<file path="src/design/csha_pkg.sv">
// Shared types, widths and codes for the channel statistics histogram block.
// No dependencies; every other file of the block but csha_bin_mem imports it.
package csha_pkg;

  localparam int CHANNELS_DEF   = 4;
  localparam int MAX_BINS_DEF   = 256;
  localparam int COUNT_BITS_DEF = 32;

  localparam int MODE_W    = 2;
  localparam int CH_PORT_W = 2;
  localparam int SAMPLE_W  = 17;
  localparam int HIGH_W    = 18;
  localparam int CLASS_W   = 2;
  localparam int SEL_W     = 8;
  localparam int BINS_W    = 9;
  localparam int OUT_CNT_W = 32;
  localparam int STATUS_W  = 2;
  localparam int PADDR_W   = 4;
  localparam int PDATA_W   = 32;

  localparam int DIFF_W = SAMPLE_W;
  localparam int NUM_W  = DIFF_W + BINS_W;
  localparam int SPAN_W = HIGH_W;

  localparam logic [HIGH_W-1:0] HIST_HIGH_RST = HIGH_W'(256);
  localparam logic [BINS_W-1:0] BINS_RST      = BINS_W'(256);

  typedef enum logic [MODE_W-1:0] {
    MODE_OBSERVE = 2'd0,
    MODE_READ    = 2'd1,
    MODE_CLEAR   = 2'd2,
    MODE_PEEK    = 2'd3
  } mode_t;

  typedef enum logic [CLASS_W-1:0] {
    CLS_FINITE  = 2'd0,
    CLS_NAN     = 2'd1,
    CLS_POS_INF = 2'd2,
    CLS_NEG_INF = 2'd3
  } class_t;

  typedef enum logic [STATUS_W-1:0] {
    STAT_NONE = 2'd0,
    STAT_BIN  = 2'd1,
    STAT_SAT  = 2'd2
  } status_t;

  typedef enum logic [1:0] {
    REG_HIST_ENABLE = 2'd0,
    REG_HIST_LOW    = 2'd1,
    REG_HIST_HIGH   = 2'd2,
    REG_BINS_IN_USE = 2'd3
  } reg_idx_t;

endpackage

</file>
<file path="src/design/csha_div.sv">
// Restoring divider, one quotient bit per cycle, for the bin index.
// Depends on csha_pkg for operand widths.
module csha_div (
  input  logic                       clk,
  input  logic                       rst,
  input  logic                       start,
  input  logic [csha_pkg::NUM_W-1:0]  numer,
  input  logic [csha_pkg::SPAN_W-1:0] denom,
  output logic                       done,
  output logic [csha_pkg::NUM_W-1:0]  quot
);
  import csha_pkg::*;

  localparam int CNT_W = $clog2(NUM_W + 1);

  logic [SPAN_W-1:0] rem;
  logic [SPAN_W-1:0] rem_next;
  logic [NUM_W-1:0]  q;
  logic [CNT_W-1:0]  cnt;
  logic              run;
  logic [SPAN_W:0]   trial;
  logic              qbit;

  always_comb begin
    trial    = {rem, q[NUM_W-1]};
    qbit     = trial >= {1'b0, denom};
    rem_next = qbit ? SPAN_W'(trial - {1'b0, denom}) : SPAN_W'(trial);
  end

  always_ff @(posedge clk) begin
    if (rst) begin
      run  <= 1'b0;
      done <= 1'b0;
      cnt  <= '0;
    end else begin
      done <= 1'b0;
      if (start) begin
        rem <= '0;
        q   <= numer;
        cnt <= CNT_W'(NUM_W);
        run <= 1'b1;
      end else if (run) begin
        rem <= rem_next;
        q   <= {q[NUM_W-2:0], qbit};
        cnt <= cnt - CNT_W'(1);
        if (cnt == CNT_W'(1)) begin
          run  <= 1'b0;
          done <= 1'b1;
        end
      end
    end
  end

  assign quot = q;

endmodule

</file>
<file path="config.mk">
export PLATFORM = sky130hd
export DESIGN_NAME = csha_div
export DESIGN_NICKNAME = d
export VERILOG_FILES = /design/src/design/csha_pkg.sv /design/src/design/csha_div.sv
export SDC_FILE = /design/constraint.sdc
export NUM_CORES = 1
export LEC_CHECK = 0
export ABC_AREA = 1
export BUFFER_PORTS_ARGS = -buffer_cell sky130_fd_sc_hd__buf_2
export CAP_MARGIN = 10
export CORE_MARGIN = 1.5
export CORE_UTILIZATION = 47
export CTS_CLUSTER_SIZE = 30
export DETAILED_ROUTE_END_ITERATION = 7
export PLACE_DENSITY_LB_ADDON = 0.15
export SLEW_MARGIN = 15
export SYNTH_ARGS = -nofsm -noshare
export SYNTH_HDL_FRONTEND = slang
export SYNTH_SLANG_ARGS = --single-unit
</file>
<file path="constraint.sdc">
create_clock -name clk -period 3.05 [get_ports clk]
set_input_delay 0 -clock clk [delete_from_list [all_inputs] [get_ports clk]]
set_output_delay 0 -clock clk [all_outputs]
set_load 0.005 [all_outputs]
</file>
==> run metrics <==
status=finished clean; Die W=90.0 um; drt first-iter violations=132; hold_sp=start; Sw Ratio=34.0%; Routed WL=8.61 mm; CTS Root Cell=clkbuf_8; Multi-input gate area=1760 um2; Psw=633 uW; Comb pwr share=31.2%; share of the synthesized area in the top cell type=37.2%; fraction of layout instances using a drive strength above 1=15.2%; sequential power share=46.3%; Fin Setup TNS=0 ns; Crit Reg-Reg Endpoint=rem[17]$_SDFFCE_PP0P_; hold buffers post-CTS=27; synthesis-to-layout area growth=23.2%; post-DP HPWL=6.14 mm; CTS clk-pin slew, worst paths=0.10 ns; yosys warns=0; vias in the first global route=3231; Worst Skew=0.00371 ns; Cell Int Power=1.23 mW; Tcrit/Tclk final=77.2%; clk sink count=51; TritonCTS clock tree=done; Final ANT Viol Nets=0; global route overflow=0; Synth area leaders=edfxtp_1 37%, nand2_1 23%, inv_1 8.0%; leakage=2.33 nW; clock latency on the worst-skew pair=0.31 ns; post-DR vias/cell=4.88; flops & latches, synth=51; Clk pwr share=22.5%; Syn Nets=566; post-CTS setup repair buffer count=0; worst reg2reg path depth=9; WHS Endpoint=quot[2]$_DFFE_PP_; Critical Path Sink Type=flip-flop; # DRC=0; upper clock frequency limit=0.425 GHz; Placement Cell Area=4020 um2; H-tree depth=2; largest net degree at the start of global routing=37; RSZ-0062 raised after global routing=false; post-synth top area cell=edfxtp_1; CTS buffer count=5; Seq. cell area=1460 um2; CTS Buffer Depth=2; first-pass GRT wire length=14.7 mm; hold crit path type=input port to flip-flop; antenna violations before repair=0; Crit Path Max Fanout=28; die height=90.0 um; WHS Path Cells=3; Final Instance Area=4380 um2; Cells after Synth=498; post-synth cell types=29; register area share after synthesis=41.1%; Inserted Diodes=0; PostCTS Resize Cnt=0; Arr. time, crit path=2.44 ns; I/O pin count=74; startpoint types=flip-flop; gr usage total=22.2%; Least-Margin Pin Slew=0.789 ns; min Tclk post-route=2.35 ns; Rel. slew slack=46.7%; die area=8100 um2; Worst Path Required=3.14 ns; final hold vios=0; final setup vio count=0; Slew Limit Fails=0; Core ar.=7290 um2; worst reg2reg setup slack=0.70 ns; Initial Util=48.8%; Worst R2R Start=rem[13]$_SDFFCE_PP0P_; Power Density=424 nW/um2; WL/cell=12.3 um; crit path kind=flip-flop to flip-flop; nets@finish=666; synthesized area=3560 um2; # fillers=718; drt first pass iters=5; Power, Total=1.86 mW; Max IR drop VDD=285 uV; synthesized area per cell=7.14 um2; Rows=31; Final GP Congestion=0.985; reported max-cap violation count=0; number of buffers added on ports=73; routed vias=3403
[routing by layer]
layer  GRT usage, %  routed length [um]  up-vias
met1           27.3                3770     1528
met4           5.42                 109        0
met3           4.06                 508       11
met5              0                   0        -
li1               -                   -     1762
met2           40.1                4220      102
[cells in the mapped netlist (all sizes together)]
library cell	count
o21bai	10
ha	20
nand4	3
clkbuf	7
nor2	48
fa	1
a221oi	1
o21ai	2
dfxtp	7
and2	2
edfxtp	44
nand3	14
xor2	6
nand3b	6
a21oi	19
a31oi	2
or2	1
buf	3
a41oi	1
nor3	7
nand2	216
xnor2	2
inv	76
[logic make-up after synthesis]
family          after synthesis  share of synthesized area (%)
compound gates               35                           6.02
xor+xnor                      8                           1.97
fa+ha+maj                    21                           7.60
buf+inv                      86                           9.50
flops                        51                           41.1
simple gates                297                           33.8
[registers in the layout (all words and copies together), names as in the netlist]
| signal | count |
|---|---|
| quot | 26 |
| done | 1 |
| cnt | 5 |
| rem | 18 |
| run | 1 |
[area by class of cell]
type	instances	share of cell area (%)
Clock buffer	6	1.66
Clock inverter	2	0.371
Timing Repair Buffer	103	15.0
Multi-Input combinational cell	361	40.3
Tap cell	99	2.83
Sequential cell	51	33.4
Inverter	76	6.51
[per-stage QoR]
step | utilization, % | hold slack [ns] | worst slack (ns) | cells
6_report | 60.1 | 0.171 | 0.696 | 698
5_1_grt | 60.1 | 0.195 | 0.470 | 698
4_1_cts | 60.1 | 0.173 | 0.674 | 698
3_5_place_dp | 55.2 | 0.273 | 0.695 | 663
3_3_place_gp | 55.2 | 0.267 | 0.731 | 663
2_1_floorplan | - | 0.0694 | 0.315 | 498
[critical path, cell delays in order, from the launching register on]
cell      delay [ns]
edfxtp_1        0.41
ha_1            0.37
a21oi_1         0.25
nand2_1         0.13
a21oi_2         0.19
nand4_4         0.39
nand2_1         0.23
nand2_1         0.07
nand2_1         0.06
inv_1           0.03
[layout by cell type, fill, tap and decap left out, types with 2 or more instances in the layout]
| master | instances |
|---|---|
| nand2_2 | 2 |
| a21oi_1 | 18 |
| ha_1 | 20 |
| a31oi_1 | 2 |
| o21ai_0 | 2 |
| xnor2_1 | 2 |
| nand4_1 | 2 |
| xor2_1 | 6 |
| dlygate4sd3_1 | 27 |
| dfxtp_1 | 7 |
| buf_4 | 3 |
| nor2_1 | 46 |
| nand3_1 | 14 |
| nand2_1 | 214 |
| buf_2 | 73 |
| inv_1 | 76 |
| edfxtp_1 | 44 |
| o21bai_1 | 10 |
| nor3_1 | 7 |
| nand3b_1 | 6 |
| clkbuf_8 | 5 |
[how the worst max path moves through the flow]
stage | start | to | slack, ns | depth (start not counted)
2_1_floorplan | run$_SDFF_PP0_ | quot[0]$_DFFE_PP_ | 0.32 | 2
3_3_place_gp | rem[13]$_SDFFCE_PP0P_ | rem[17]$_SDFFCE_PP0P_ | 0.73 | 9
3_5_place_dp | rem[13]$_SDFFCE_PP0P_ | rem[17]$_SDFFCE_PP0P_ | 0.70 | 9
4_1_cts | rem[13]$_SDFFCE_PP0P_ | rem[17]$_SDFFCE_PP0P_ | 0.67 | 9
5_1_grt | rem[8]$_SDFFCE_PP0P_ | rem[17]$_SDFFCE_PP0P_ | 0.47 | 13
6_report | rem[13]$_SDFFCE_PP0P_ | rem[17]$_SDFFCE_PP0P_ | 0.70 | 9
[power groups by stage]
| stage | sequential, mW | clock [mW] | combinational (mW) |
|---|---|---|---|
| after global placement | 0.875 | 0 | 0.544 |
| after CTS | 0.861 | 0.425 | 0.579 |
| after global routing | 0.868 | 0.452 | 0.669 |
| after detailed placement | 0.876 | 0 | 0.551 |
| final | 0.861 | 0.418 | 0.580 |
| after floorplan | 0.874 | 0 | 0.404 |
(Power assumes the default switching activity.)
